File: config.mk
export PLATFORM = sky130hd
export DESIGN_NAME = rolling_hash_string_matcher_top
export DESIGN_NICKNAME = d
export VERILOG_FILES = /design/src/rtl/core/rhsm_pkg.sv /design/src/rtl/core/rhsm_cell.sv /design/src/rtl/core/rhsm_pattern.sv /design/src/rtl/core/rolling_hash_string_matcher_top.sv
export SDC_FILE = /design/constraint.sdc
export NUM_CORES = 2
export LEC_CHECK = 0
export BUFFER_PORTS_ARGS = -buffer_cell sky130_fd_sc_hd__buf_2
export CORE_UTILIZATION = 65
export DETAILED_ROUTE_END_ITERATION = 12
export GPL_ROUTABILITY_DRIVEN = 1
export GPL_TIMING_DRIVEN = 0
export PLACE_DENSITY_LB_ADDON = 0.15
export SYNTH_ARGS = -nofsm -noshare
export SYNTH_HDL_FRONTEND = slang
export SYNTH_HIERARCHICAL = 1
export SYNTH_SLANG_ARGS = --single-unit
File: constraint.sdc
create_clock -name clk -period 10.55 [get_ports clk]
set_input_delay 3.165 -clock clk [delete_from_list [all_inputs] [get_ports clk]]
set_output_delay 3.165 -clock clk [all_outputs]
set_load 0.01 [all_outputs]
File: src/rtl/core/rhsm_pkg.sv
package rhsm_pkg;

  // Storage and field sizes
  localparam int PATTERN_MAX = 32;
  localparam int DATA_W      = 8;
  localparam int IDX_W       = 5;
  localparam int OP_W        = 2;
  localparam int LEN_W       = 6;
  localparam int HASH_W      = 32;
  localparam int POS_W       = 32;
  localparam int PTR_W       = (PATTERN_MAX > 1) ? $clog2(PATTERN_MAX) : 1;
  localparam int CNT_W       = $clog2(PATTERN_MAX + 1);

  // Stream word layouts
  localparam int IN_TDATA_W   = ((DATA_W + IDX_W + 7) / 8) * 8;
  localparam int IN_TUSER_W   = OP_W;
  localparam int OUT_TDATA_W  = ((POS_W + 7) / 8) * 8;
  localparam int OUT_TUSER_W  = 1;

  // Operation codes carried in the input tuser
  typedef enum logic [OP_W-1:0] {
    OP_LOAD    = 2'd0,
    OP_TEXT    = 2'd1,
    OP_RESTART = 2'd2
  } op_t;

  // Pattern rehash sequencer
  typedef enum logic {
    ST_IDLE = 1'b0,
    ST_HASH = 1'b1
  } hash_state_t;

  // Strobes shared by every cell of the chain
  typedef struct packed {
    logic text_shift;
    logic text_clear;
    logic pat_shift;
  } cell_ctl_t;

endpackage

File: src/rtl/core/rhsm_cell.sv
module rhsm_cell (
  input  logic                         clk,
  input  logic                         rst,
  input  rhsm_pkg::cell_ctl_t          ctl,
  input  logic                         active,
  input  logic [rhsm_pkg::DATA_W-1:0]  win_in,
  input  logic [rhsm_pkg::DATA_W-1:0]  pat_in,
  output logic [rhsm_pkg::DATA_W-1:0]  win_q,
  output logic [rhsm_pkg::DATA_W-1:0]  pat_q,
  output logic                         eq
);

  // One text byte and the aligned pattern byte it is compared against.
  always_ff @(posedge clk) begin
    if (rst) begin
      win_q <= '0;
      pat_q <= '0;
    end else begin
      if (ctl.text_clear) begin
        win_q <= '0;
      end else if (ctl.text_shift) begin
        win_q <= win_in;
      end
      if (ctl.pat_shift) begin
        pat_q <= pat_in;
      end
    end
  end

  // Cells beyond the pattern length never veto a match.
  assign eq = !active || (win_q == pat_q);

endmodule

File: src/rtl/core/rhsm_pattern.sv
module rhsm_pattern (
  input  logic                         clk,
  input  logic                         rst,
  input  logic                         load_wr,
  input  logic [rhsm_pkg::IDX_W-1:0]   load_idx,
  input  logic [rhsm_pkg::DATA_W-1:0]  load_data,
  input  logic                         len_wr,
  input  logic [rhsm_pkg::LEN_W-1:0]   len_data,
  output logic [rhsm_pkg::CNT_W-1:0]   n,
  output logic [rhsm_pkg::DATA_W-1:0]  pat_byte,
  output logic                         pat_shift,
  output logic                         busy,
  output logic [rhsm_pkg::HASH_W-1:0]  pattern_hash
);

  logic [rhsm_pkg::DATA_W-1:0] store [rhsm_pkg::PATTERN_MAX];
  logic [rhsm_pkg::LEN_W-1:0]  pattern_length;
  logic [rhsm_pkg::PTR_W-1:0]  k, k_next;
  logic [rhsm_pkg::HASH_W-1:0] pattern_hash_next;
  rhsm_pkg::hash_state_t       state, state_next;
  logic [rhsm_pkg::PTR_W-1:0]  last_k;
  logic                        start;

  // Length in use, clamped to 1..PATTERN_MAX.
  always_comb begin
    if (pattern_length == '0) begin
      n = rhsm_pkg::CNT_W'(1);
    end else if (32'(pattern_length) > 32'(rhsm_pkg::PATTERN_MAX)) begin
      n = rhsm_pkg::CNT_W'(rhsm_pkg::PATTERN_MAX);
    end else begin
      n = rhsm_pkg::CNT_W'(pattern_length);
    end
  end

  assign last_k   = rhsm_pkg::PTR_W'(n - rhsm_pkg::CNT_W'(1));
  assign start    = load_wr || len_wr;
  assign pat_byte = store[k];
  assign busy     = (state == rhsm_pkg::ST_HASH);

  // Pattern store and length register.
  always_ff @(posedge clk) begin
    if (rst) begin
      for (int i = 0; i < rhsm_pkg::PATTERN_MAX; i++) begin
        store[i] <= '0;
      end
      pattern_length <= rhsm_pkg::LEN_W'(1);
    end else begin
      if (load_wr && (32'(load_idx) < 32'(rhsm_pkg::PATTERN_MAX))) begin
        store[rhsm_pkg::PTR_W'(load_idx)] <= load_data;
      end
      if (len_wr) begin
        pattern_length <= len_data;
      end
    end
  end

  // Sequencer state.
  always_ff @(posedge clk) begin
    if (rst) begin
      state        <= rhsm_pkg::ST_IDLE;
      k            <= '0;
      pattern_hash <= '0;
    end else begin
      state        <= state_next;
      k            <= k_next;
      pattern_hash <= pattern_hash_next;
    end
  end

  // Horner sweep over the first n bytes, one byte a cycle; each byte also
  // shifts into the cell chain so that cell j ends up holding byte n-1-j.
  always_comb begin
    state_next        = state;
    k_next            = k;
    pattern_hash_next = pattern_hash;
    pat_shift         = 1'b0;
    case (state)
      rhsm_pkg::ST_IDLE: begin
        if (start) begin
          state_next        = rhsm_pkg::ST_HASH;
          k_next            = '0;
          pattern_hash_next = '0;
        end
      end
      rhsm_pkg::ST_HASH: begin
        pat_shift         = 1'b1;
        pattern_hash_next = (pattern_hash << 1) + rhsm_pkg::HASH_W'(pat_byte);
        k_next            = k + rhsm_pkg::PTR_W'(1);
        if (k == last_k) begin
          state_next = rhsm_pkg::ST_IDLE;
          k_next     = '0;
        end
      end
      default: begin
        state_next = rhsm_pkg::ST_IDLE;
      end
    endcase
  end

endmodule

File: src/rtl/core/rolling_hash_string_matcher_top.sv
// Karp-Rabin string matcher over a byte stream.
// Input words arrive on s_axis: tuser holds the operation (load pattern
// byte, text byte, restart text), tdata holds the byte and the load index.
// The pattern length is written on the cfg channel while the block is idle.
// Each text byte, once the window holds the pattern length in bytes, gives
// one result word on m_axis: tuser bit 0 is the match flag, tdata is the
// text offset of the window's first byte.
// A text byte is taken every cycle unless a rehash, a waiting length write
// or a stalled output holds it off; its result goes through one compare
// stage and one output register. A pattern load or a length write starts a
// rehash that steps once per pattern byte through the first n bytes of the
// store, n being the length in use; s_axis and cfg are held off meanwhile.
// The window compare is done by a row of 32 cells, each holding one text
// byte and its aligned pattern byte.
// Reset clears the pattern, the window, both hashes and the offset, and
// sets the length to one; no rehash follows reset.
// When m_axis stalls, one result waits in the output register and one in
// the compare stage; further words are then held off on s_axis.
module rolling_hash_string_matcher_top (
  input  logic                               clk,
  input  logic                               rst,
  input  logic                               s_axis_tvalid,
  output logic                               s_axis_tready,
  // [7:0] data, [12:8] index, [15:13] zero
  input  logic [rhsm_pkg::IN_TDATA_W-1:0]    s_axis_tdata,
  // [1:0] op
  input  logic [rhsm_pkg::IN_TUSER_W-1:0]    s_axis_tuser,
  output logic                               m_axis_tvalid,
  input  logic                               m_axis_tready,
  // [31:0] window_start
  output logic [rhsm_pkg::OUT_TDATA_W-1:0]   m_axis_tdata,
  // [0] match
  output logic [rhsm_pkg::OUT_TUSER_W-1:0]   m_axis_tuser,
  input  logic                               cfg_valid,
  output logic                               cfg_ready,
  input  logic [rhsm_pkg::LEN_W-1:0]         cfg_data
);

  logic [rhsm_pkg::OP_W-1:0]   in_op;
  logic [rhsm_pkg::DATA_W-1:0] in_data;
  logic [rhsm_pkg::IDX_W-1:0]  in_index;
  logic                        in_acc, cfg_acc;
  logic                        is_load, is_text, is_restart;

  logic [rhsm_pkg::CNT_W-1:0]  n;
  logic [rhsm_pkg::DATA_W-1:0] pat_byte;
  logic                        pat_shift, busy;
  logic [rhsm_pkg::HASH_W-1:0] pattern_hash;

  logic [rhsm_pkg::DATA_W-1:0] win [rhsm_pkg::PATTERN_MAX];
  logic [rhsm_pkg::DATA_W-1:0] pat [rhsm_pkg::PATTERN_MAX];
  logic [rhsm_pkg::PATTERN_MAX-1:0] eq_vec;
  rhsm_pkg::cell_ctl_t         ctl;

  logic [rhsm_pkg::HASH_W-1:0] text_hash, text_hash_next;
  logic [rhsm_pkg::POS_W-1:0]  bytes_seen, bytes_seen_next;
  logic [rhsm_pkg::CNT_W-1:0]  fill, fill_next;
  logic [rhsm_pkg::DATA_W-1:0] leaving;
  logic [rhsm_pkg::HASH_W-1:0] leaving_term;

  logic                        pend;
  logic [rhsm_pkg::POS_W-1:0]  pend_ws;
  logic                        out_valid, out_match;
  logic [rhsm_pkg::POS_W-1:0]  out_ws;
  logic                        out_free, pend_move;

  // Word unpacking
  assign in_op    = s_axis_tuser[rhsm_pkg::OP_W-1:0];
  assign in_data  = s_axis_tdata[rhsm_pkg::DATA_W-1:0];
  assign in_index = s_axis_tdata[rhsm_pkg::DATA_W +: rhsm_pkg::IDX_W];

  // Handshakes: a waiting compare must be able to move on before any new word.
  assign out_free      = !out_valid || m_axis_tready;
  assign s_axis_tready = !busy && (!pend || out_free) && !cfg_valid;
  assign cfg_ready     = !busy && !pend;
  assign in_acc        = s_axis_tvalid && s_axis_tready;
  assign cfg_acc       = cfg_valid && cfg_ready;
  assign pend_move     = pend && out_free;

  assign is_load    = in_acc && (in_op == rhsm_pkg::OP_LOAD);
  assign is_text    = in_acc && (in_op == rhsm_pkg::OP_TEXT);
  assign is_restart = in_acc && (in_op == rhsm_pkg::OP_RESTART);

  // Pattern store, length and rehash sequencer
  rhsm_pattern u_pattern (
    .clk          (clk),
    .rst          (rst),
    .load_wr      (is_load),
    .load_idx     (in_index),
    .load_data    (in_data),
    .len_wr       (cfg_acc),
    .len_data     (cfg_data),
    .n            (n),
    .pat_byte     (pat_byte),
    .pat_shift    (pat_shift),
    .busy         (busy),
    .pattern_hash (pattern_hash)
  );

  assign ctl.text_shift = is_text;
  assign ctl.text_clear = is_restart;
  assign ctl.pat_shift  = pat_shift;

  // Row of compare cells; cell 0 holds the newest text byte.
  for (genvar j = 0; j < rhsm_pkg::PATTERN_MAX; j++) begin : g_cell
    logic active;
    assign active = (32'(j) < 32'(n));
    if (j == 0) begin : g_head
      rhsm_cell u_cell (
        .clk    (clk),
        .rst    (rst),
        .ctl    (ctl),
        .active (active),
        .win_in (in_data),
        .pat_in (pat_byte),
        .win_q  (win[j]),
        .pat_q  (pat[j]),
        .eq     (eq_vec[j])
      );
    end else begin : g_body
      rhsm_cell u_cell (
        .clk    (clk),
        .rst    (rst),
        .ctl    (ctl),
        .active (active),
        .win_in (win[j-1]),
        .pat_in (pat[j-1]),
        .win_q  (win[j]),
        .pat_q  (pat[j]),
        .eq     (eq_vec[j])
      );
    end
  end

  // Rolling hash: the byte leaving the window is shifted by n, which drops
  // out entirely once n reaches the hash width.
  assign leaving = win[rhsm_pkg::PTR_W'(n - rhsm_pkg::CNT_W'(1))];
  always_comb begin
    if (32'(n) >= 32'(rhsm_pkg::HASH_W)) begin
      leaving_term = '0;
    end else begin
      leaving_term = rhsm_pkg::HASH_W'(leaving) << n;
    end
  end
  assign text_hash_next  = (text_hash << 1) - leaving_term + rhsm_pkg::HASH_W'(in_data);
  assign bytes_seen_next = bytes_seen + rhsm_pkg::POS_W'(1);
  assign fill_next       = (32'(fill) < 32'(rhsm_pkg::PATTERN_MAX)) ?
                           fill + rhsm_pkg::CNT_W'(1) : fill;

  // Text-side state.
  always_ff @(posedge clk) begin
    if (rst) begin
      text_hash  <= '0;
      bytes_seen <= '0;
      fill       <= '0;
    end else if (is_restart) begin
      text_hash  <= '0;
      bytes_seen <= '0;
      fill       <= '0;
    end else if (is_text) begin
      text_hash  <= text_hash_next;
      bytes_seen <= bytes_seen_next;
      fill       <= fill_next;
    end
  end

  // Compare stage: flags a full window; its cells are compared as it moves on.
  always_ff @(posedge clk) begin
    if (rst) begin
      pend <= 1'b0;
    end else if (is_text && (fill_next >= n)) begin
      pend <= 1'b1;
    end else if (pend_move) begin
      pend <= 1'b0;
    end
  end

  always_ff @(posedge clk) begin
    if (is_text) begin
      pend_ws <= bytes_seen_next - rhsm_pkg::POS_W'(n);
    end
  end

  // Output register.
  always_ff @(posedge clk) begin
    if (rst) begin
      out_valid <= 1'b0;
    end else if (pend_move) begin
      out_valid <= 1'b1;
    end else if (m_axis_tready) begin
      out_valid <= 1'b0;
    end
  end

  always_ff @(posedge clk) begin
    if (pend_move) begin
      out_match <= (&eq_vec) && (text_hash == pattern_hash);
      out_ws    <= pend_ws;
    end
  end

  assign m_axis_tvalid = out_valid;
  assign m_axis_tdata  = rhsm_pkg::OUT_TDATA_W'(out_ws);
  assign m_axis_tuser  = rhsm_pkg::OUT_TUSER_W'(out_match);

endmodule

## Yosys cells after proc, flatten, opt, wreduce, memory -nomap -nowiden

Memories as Yosys holds them, arrays and structs flattened. A register that Yosys moved wholly into a read port is not among the register bits.
Cells that the tools add are included.

- Input bits: 29
- Output and inout port bits: 36
- Memory bits (writable): 256
- Word-level logic and storage cells: 281
- Memories: 1
- Register bits after elaboration: 693

- Shifts and indexed selects: 1
- Reductions and logical operators: 89
- Multiplexer cells: 30
- $lt $le $gt $ge: 37
- Equal/unequal tests: 37
- Bitwise gates (word level): 2
- Add/sub/neg operators: 8

Memories:

| memory | words | width | read ports | clocked after memory_dff | wr ports | line | text |
|---|---|---|---|---|---|---|---|
| u_pattern.store | 32 | 8 | 1 | 1 | 32 | rhsm_pattern.sv:16 | `logic [rhsm_pkg::DATA_W-1:0] store [rhsm_pkg::PATTERN_MAX];` |

Operators with widths:

| operator | count |
|---|---|
| == test 8 bit | 32 |
| < comparator 5 x 6 -> 1 bit (first input constant) | 16 |
| adder 32 x 8 -> 32 bit | 2 |
| two-way mux 32 bit | 2 |
| case mux 32 bit (2 select lines) | 1 |
| < comparator 4 x 6 -> 1 bit (first input constant) | 8 |
| binary-select mux 8 bit (select 5 bit) | 1 |
| zero test 1 bit | 36 |
| logical OR 1 bit | 35 |
| adder 32 x 1 -> 32 bit (second input constant) | 1 |
| == test 32 bit | 1 |
| AND reduction 32 bit | 1 |
| << shifter 8 x 6 -> 32 bit | 1 |
| subtractor 32 bit | 1 |
| subtractor 32 x 6 -> 32 bit | 1 |
| two-way mux 5 bit | 5 |
| < comparator 3 x 6 -> 1 bit (first input constant) | 4 |
| two-way mux 8 bit | 3 |
| two-way mux 6 bit | 3 |
| two-way mux 1 bit | 13 |
| >= comparator 6 bit (second input constant) | 2 |
| < comparator 1 x 6 -> 1 bit (first input constant) | 2 |
| < comparator 2 x 6 -> 1 bit (first input constant) | 2 |
| logical AND 1 bit | 11 |
| other kinds (19) | 20 |

## Longest topological paths before layout

- Depth in word-level cells: 12
- Depth in mapped cells: 31

## Hierarchy

Netlist, hierarchy kept.

Modules (own cells, without submodules):

| module | instances | area each (um^2) | sequential area each (um^2) | cells an instance |
|---|---|---|---|---|
| rhsm_cell | 32 | 686.9 | 320.3 | 64 |
| rhsm_pattern | 1 | 14385.0 | 8668.3 | 1045 |
| rolling_hash_string_matcher_top | 1 | 12301.8 | 3393.3 | 1346 |

## Worst setup path before layout

Ideal clock, no wire load.

- Kind: input -> register
- Start: input port m_axis_tready
- End: register g_cell[0].g_head.u_cell/win_q[0] (netlist bit)
- Buffers on the path: 3
- Path slack: 3.618 ns
- Arrival time: 6.817 ns
- Required time: 10.435 ns
- Cell stages on the path: 9
- Setup time: 0.115 ns
- Cell sequence: nor2b_1 a211oi_1 nand4b_1 clkinv_1 clkbuf_1 clkbuf_1 buf_2 mux2i_1 nor2_2

RTL lines:

| item | line | text |
|---|---|---|
| start, declared | rolling_hash_string_matcher_top.sv:29 | `input logic m_axis_tready,` |
| logical OR 1 bit | rolling_hash_string_matcher_top.sv:73 | `assign out_free = !out_valid \|\| m_axis_tready;` |
| logical OR 1 bit | rolling_hash_string_matcher_top.sv:74 | `assign s_axis_tready = !busy && (!pend \|\| out_free) && !cfg_valid;` |
| logical AND 1 bit (2 in series) | rolling_hash_string_matcher_top.sv:74 |  |
| named net s_axis_tready | rolling_hash_string_matcher_top.sv:23 | `output logic s_axis_tready,` |
| logical AND 1 bit | rolling_hash_string_matcher_top.sv:76 | `assign in_acc = s_axis_tvalid && s_axis_tready;` |
| logical AND 1 bit | rolling_hash_string_matcher_top.sv:81 | `assign is_text = in_acc && (in_op == rhsm_pkg::OP_TEXT);` |
| named net is_text | rolling_hash_string_matcher_top.sv:43 | `logic is_load, is_text, is_restart;` |
| end signal, assigned | rhsm_cell.sv:22 | `win_q <= win_in;` |
| end, declared | rhsm_cell.sv:8 | `output logic [rhsm_pkg::DATA_W-1:0] win_q,` |

The timed path passes the listed nets, and every way through them passes these cells.
A chain may end at the register's enable or synchronous reset.

## Worst setup path after layout

- Start: register u_pattern/pattern_length[5] (netlist bit)
- End: register text_hash[30] (netlist bit)

- Longest elaborated chain between the ends: 12

RTL lines:

| item | line | text |
|---|---|---|
| start, declared | rhsm_pattern.sv:17 | `logic [rhsm_pkg::LEN_W-1:0] pattern_length;` |
| start signal, assigned | rhsm_pattern.sv:46 | `pattern_length <= rhsm_pkg::LEN_W'(1);` |
| start signal, assigned | rhsm_pattern.sv:52 | `pattern_length <= len_data;` |
| greater-than comparator 6 bit | rhsm_pattern.sv:28 | `end else if (32'(pattern_length) > 32'(rhsm_pkg::PATTERN_MAX)) begin` |
| two-way mux 6 bit | rhsm_pattern.sv:28 |  |
| two-way mux 6 bit (*) | rhsm_pattern.sv:26 | `if (pattern_length == '0) begin` |
| named net n (one bit) | rolling_hash_string_matcher_top.sv:45 | `logic [rhsm_pkg::CNT_W-1:0] n;` |
| subtractor 5 x 1 -> 5 bit | rolling_hash_string_matcher_top.sv:137 | `assign leaving = win[rhsm_pkg::PTR_W'(n - rhsm_pkg::CNT_W'(1))];` |
| inverter 5 -> 6 bit (not written as such) | rolling_hash_string_matcher_top.sv:137 |  |
| binary-select mux 8 bit (select 5 bit) | rolling_hash_string_matcher_top.sv:137 |  |
| two-way mux 8 bit (not written as such) (2 in series) | rolling_hash_string_matcher_top.sv:137 |  |
| << shifter 8 x 6 -> 32 bit | rolling_hash_string_matcher_top.sv:142 | `leaving_term = rhsm_pkg::HASH_W'(leaving) << n;` |
| two-way mux 32 bit (*) | rolling_hash_string_matcher_top.sv:139 | `if (32'(n) >= 32'(rhsm_pkg::HASH_W)) begin` |
| subtractor 32 bit (*) | rolling_hash_string_matcher_top.sv:145 | `assign text_hash_next = (text_hash << 1) - leaving_term + rhsm_pkg::HASH_W'(in_data);` |
| adder 32 x 8 -> 32 bit (*) | rolling_hash_string_matcher_top.sv:145 |  |
| end signal, assigned | rolling_hash_string_matcher_top.sv:161 | `text_hash <= text_hash_next;` |
| end, declared | rolling_hash_string_matcher_top.sv:55 | `logic [rhsm_pkg::HASH_W-1:0] text_hash, text_hash_next;` |

Mark *: on every way through the listed nets, which the timed path passes. The rest lies on a longest branch. The select of a mux whose other input is x is not followed.

==> flow_summary_export.csv <==
group,metric,value,unit
final_layout,finalNetCount,4724,
clocking,cts_tree,"yes",
worst_hold_path,min_to,"m_axis_tdata[19]",
clocking,cts_hold_buffers,0,
place,port_buffers,61,
critical_path,r2r-start,"u_pattern/pattern_length[5]",
yosys,syn_area,48700,um^2
power_and_ir_drop,cellPowerDensity,166,nW/um^2
grt,grt_overflow,0,
yosys,synth_edf_count,321,
timing,worst_pin_slew,1.12,ns
final_layout,layout-drive-gt1-share,19.1,%
timing,timing.fmax,0.115,GHz
timing,holdWs,0.414,ns
final_layout,syn_to_final_growth,10.2,%
power_and_ir_drop,p_leak,19.1,nW
clocking,clk_latency,0.69,ns
place,dp.cells,5464,
critical_path,worst_setup_path_end_kind,"flip-flop",
floorplanning,fp.coreArea,73600,um^2
critical_path,worstRegToRegCells,25,
grt,grt_max_degree,41,
final_layout,final_area,53600,um^2
clocking,cts_max_level,3,
floorplanning,die_w,276,um
clocking,cts_max_path_buffers,3,
critical_path,crit_fanout,14,
floorplanning,ios,65,
clocking,cts.clk_slew.worst_paths,0.06,ns
detailed_routing,vias_per_cell,6.09,
yosys,synth_common_cells,"dfxtp_1 (633), mux2i_1 (536), nor2_1 (430)",
yosys,synth_top_area_share,26.0,%
timing,finClkSkew,0.0386,ns
timing,min_period_over_period,82.1,%
grt,antenna_found_initial,6,
critical_path,arrival,9.22,ns
clocking,cts_root_buf,"clkbuf_16",
detailed_routing,wl_per_cell,22.1,um
detailed_routing,drc,0,
timing,setup_viol,0,
worst_hold_path,worstHoldStart,"pend_ws[19]",
timing,slew_violations,0,
critical_path,r2r_end,"text_hash[30]",
grt,grt_usage,33.0,%
timing,finalSetupTns,0,ns
floorplanning,die_area,76000,um^2
detailed_routing,num_vias,34424,
worst_hold_path,worstHoldPathType,"flip-flop to flip-flop",
timing,slew_headroom,24.3,%
floorplanning,start_util,66.1,%
run_status,status,"finished clean",
detailed_routing,drt-total-wl,125000,um
grt,grt_pass1_vias,33583,
worst_hold_path,hold_path_depth,0,
place,postPlaceCellArea,50300,um^2
grt,grt_pass1_wl,193000,um
timing,final.setup.worst_slack,1.89,ns
yosys,ys.flop_type,"dfxtp_1",
yosys,yosysMostFrequentCell,"dfxtp_1",
yosys,async_flop_share,0,%
yosys,syn_area_per_cell,11.0,um^2
yosys,yosysSeqAreaShare,45.8,%
floorplanning,die_y,276,um
power_and_ir_drop,ir_drop,0.198,mV
yosys,synth_top_area_cell,"dfxtp_1",
critical_path,worstPathRequired,11.11,ns
place,routabilityCongestion,1.00,
yosys,syn_nets,4558,
yosys,synth-seq-cells,954,
timing,min_period,8.66,ns
yosys,syn_inst,4439,
critical_path,crit_path_start_kind,"flip-flop",
place,post-place-ws,2.28,ns
clocking,post-cts-setup-buffer-count,0,
place,hpwl,91900,um
power_and_ir_drop,fin_total_pwr,8.91,mW
final_layout,fin_util,72.9,%
critical_path,r2r_slack,1.89,ns
detailed_routing,drtIter0Drc,3010,
critical_path,critical_path_class,"flip-flop to flip-flop",
yosys,ys_top_cells_by_area,"dfxtp_1 (26%), edfxtp_1 (20%), mux2i_1 (11%)",
yosys,yosysWarnings,6,
detailed_routing,ant_nets,0,
floorplanning,rows,99,
yosys,ys_types,93,
clocking,cts_buffers,98,
final_layout,fin_cells,5653,
clocking,postCtsResizedCells,0,
job,maxCapViolCount,0,
timing,hold_viol,0,
clocking,cts_sinks,954,
timing,grt_setup_unrepaired,"no",
detailed_routing,drt_pass1_iterations,6,
-- registers in the layout, indices dropped and copies added (netlist names), 5 cells and up, named ones only --
signal and cells:
u_pattern/store 256, u_pattern/k 5, g_cell.g_head.u_cell/win_q 8, u_pattern/pattern_length 6, text_hash 32, g_cell.g_body.u_cell/win_q 248
g_cell.g_body.u_cell/pat_q 248, pend_ws 32, m_axis_tdata 32, u_pattern/pattern_hash 32, bytes_seen 32, g_cell.g_head.u_cell/pat_q 8
fill 6
-- cell type report --
cell class | instances | area [um^2]
multi-input combinational | 3155 | 24400
buffer | 276 | 1770
tap | 959 | 1200
inverter | 54 | 208
fill | 5235 | 19900
antenna | 3 | 7.51
timing repair buffer | 66 | 389
sequential | 954 | 22300
clock buffer | 132 | 2690
clock inverter | 54 | 671
-- worst max-delay path, cell delays in order, from the launching register on --
cell and delay, ns:
dfxtp_1 0.61, nand2b_1 0.39, inv_1 0.18, buf_1 0.27, inv_1 0.22, buf_1 0.76
ha_1 0.23, buf_2 0.26, buf_2 0.44, mux4_2 0.34, nor2_1 0.06, nor2_1 0.27
o2111ai_1 0.27, mux4_2 0.62, mux2i_1 0.34, nand2_1 0.11, fa_1 0.45, ha_1 0.39
a2111o_1 0.39, a21oi_1 0.27, o31ai_1 0.27, a2111oi_0 0.66, o31ai_1 0.24, a31oi_1 0.23
xor2_1 0.17, o21ai_0 0.10
-- worst max path at each step --
stage | from | end | slack [ns]
after floorplan | m_axis_tready | g_cell[0].g_head.u_cell/win_q[0] | 3.62
after global placement | m_axis_tready | text_hash[25] | 0.74
after detailed placement | u_pattern/pattern_length[5] | text_hash[30] | 2.28
after CTS | u_pattern/pattern_length[5] | text_hash[30] | 2.23
after global routing | u_pattern/pattern_length[5] | text_hash[30] | 1.66
final | u_pattern/pattern_length[5] | text_hash[30] | 1.89
-- cells by family (layout without fill, tap and decap cells) --
kind of cell               count (synthesis)  in the layout  share of synthesized area [%]
AOI/OAI and AO/OA                        384            384                           5.12
DFF                                      954            954                           45.8
muxes                                    695            695                           18.0
other                                      0              3                              0
and+or+nand+nor                         1555           1555                           16.7
adders and majority gates                 90             90                           2.47
xor gates and xnor gates                 431            431                           7.77
buffers and inverters                    330            582                           4.06
-- power by group --
group / internal, mW / leakage (nW) / total [mW] / switching [mW]
clock network: 2.06 / 1.63 / 3.59 / 1.53
registers: 3.86 / 8.32 / 3.90 / 0.0417
logic: 0.575 / 9.16 / 1.43 / 0.856
-- per-layer routing --
| layer | part of all wire (%) | up-vias | global-route usage, % |
|---|---|---|---|
| met5 | 0.0088 | - | 0 |
| met4 | 3.4 | 2 | 12.1 |
| met3 | 7.8 | 273 | 6.72 |
| met2 | 47 | 1299 | 53.3 |
| met1 | 42 | 16868 | 43.8 |
| li1 | - | 15982 | - |
-- placed cells by master, fill, tap and decap left out, types with 19 or more instances in the layout --
master and count:
nand4_1 98, a211oi_1 20, nor2_1 430, or2_1 32
clkbuf_1 99, nor3_1 26, a21oi_1 80, mux4_2 143
dfxtp_1 633, buf_2 156, and2_1 265, nand2_1 215
or3_1 19, nor2b_1 20, or2_2 42, and3_1 25
buf_6 76, nor2_2 257, a21o_1 21, edfxtp_1 321
mux2i_1 536, xor2_1 66, clkbuf_16 98, nand3_1 57
clkinv_2 20, xnor2_1 364, ha_1 80, inv_1 49
o21ai_0 130
No activity file was read; power rests on OpenSTA's default activity.
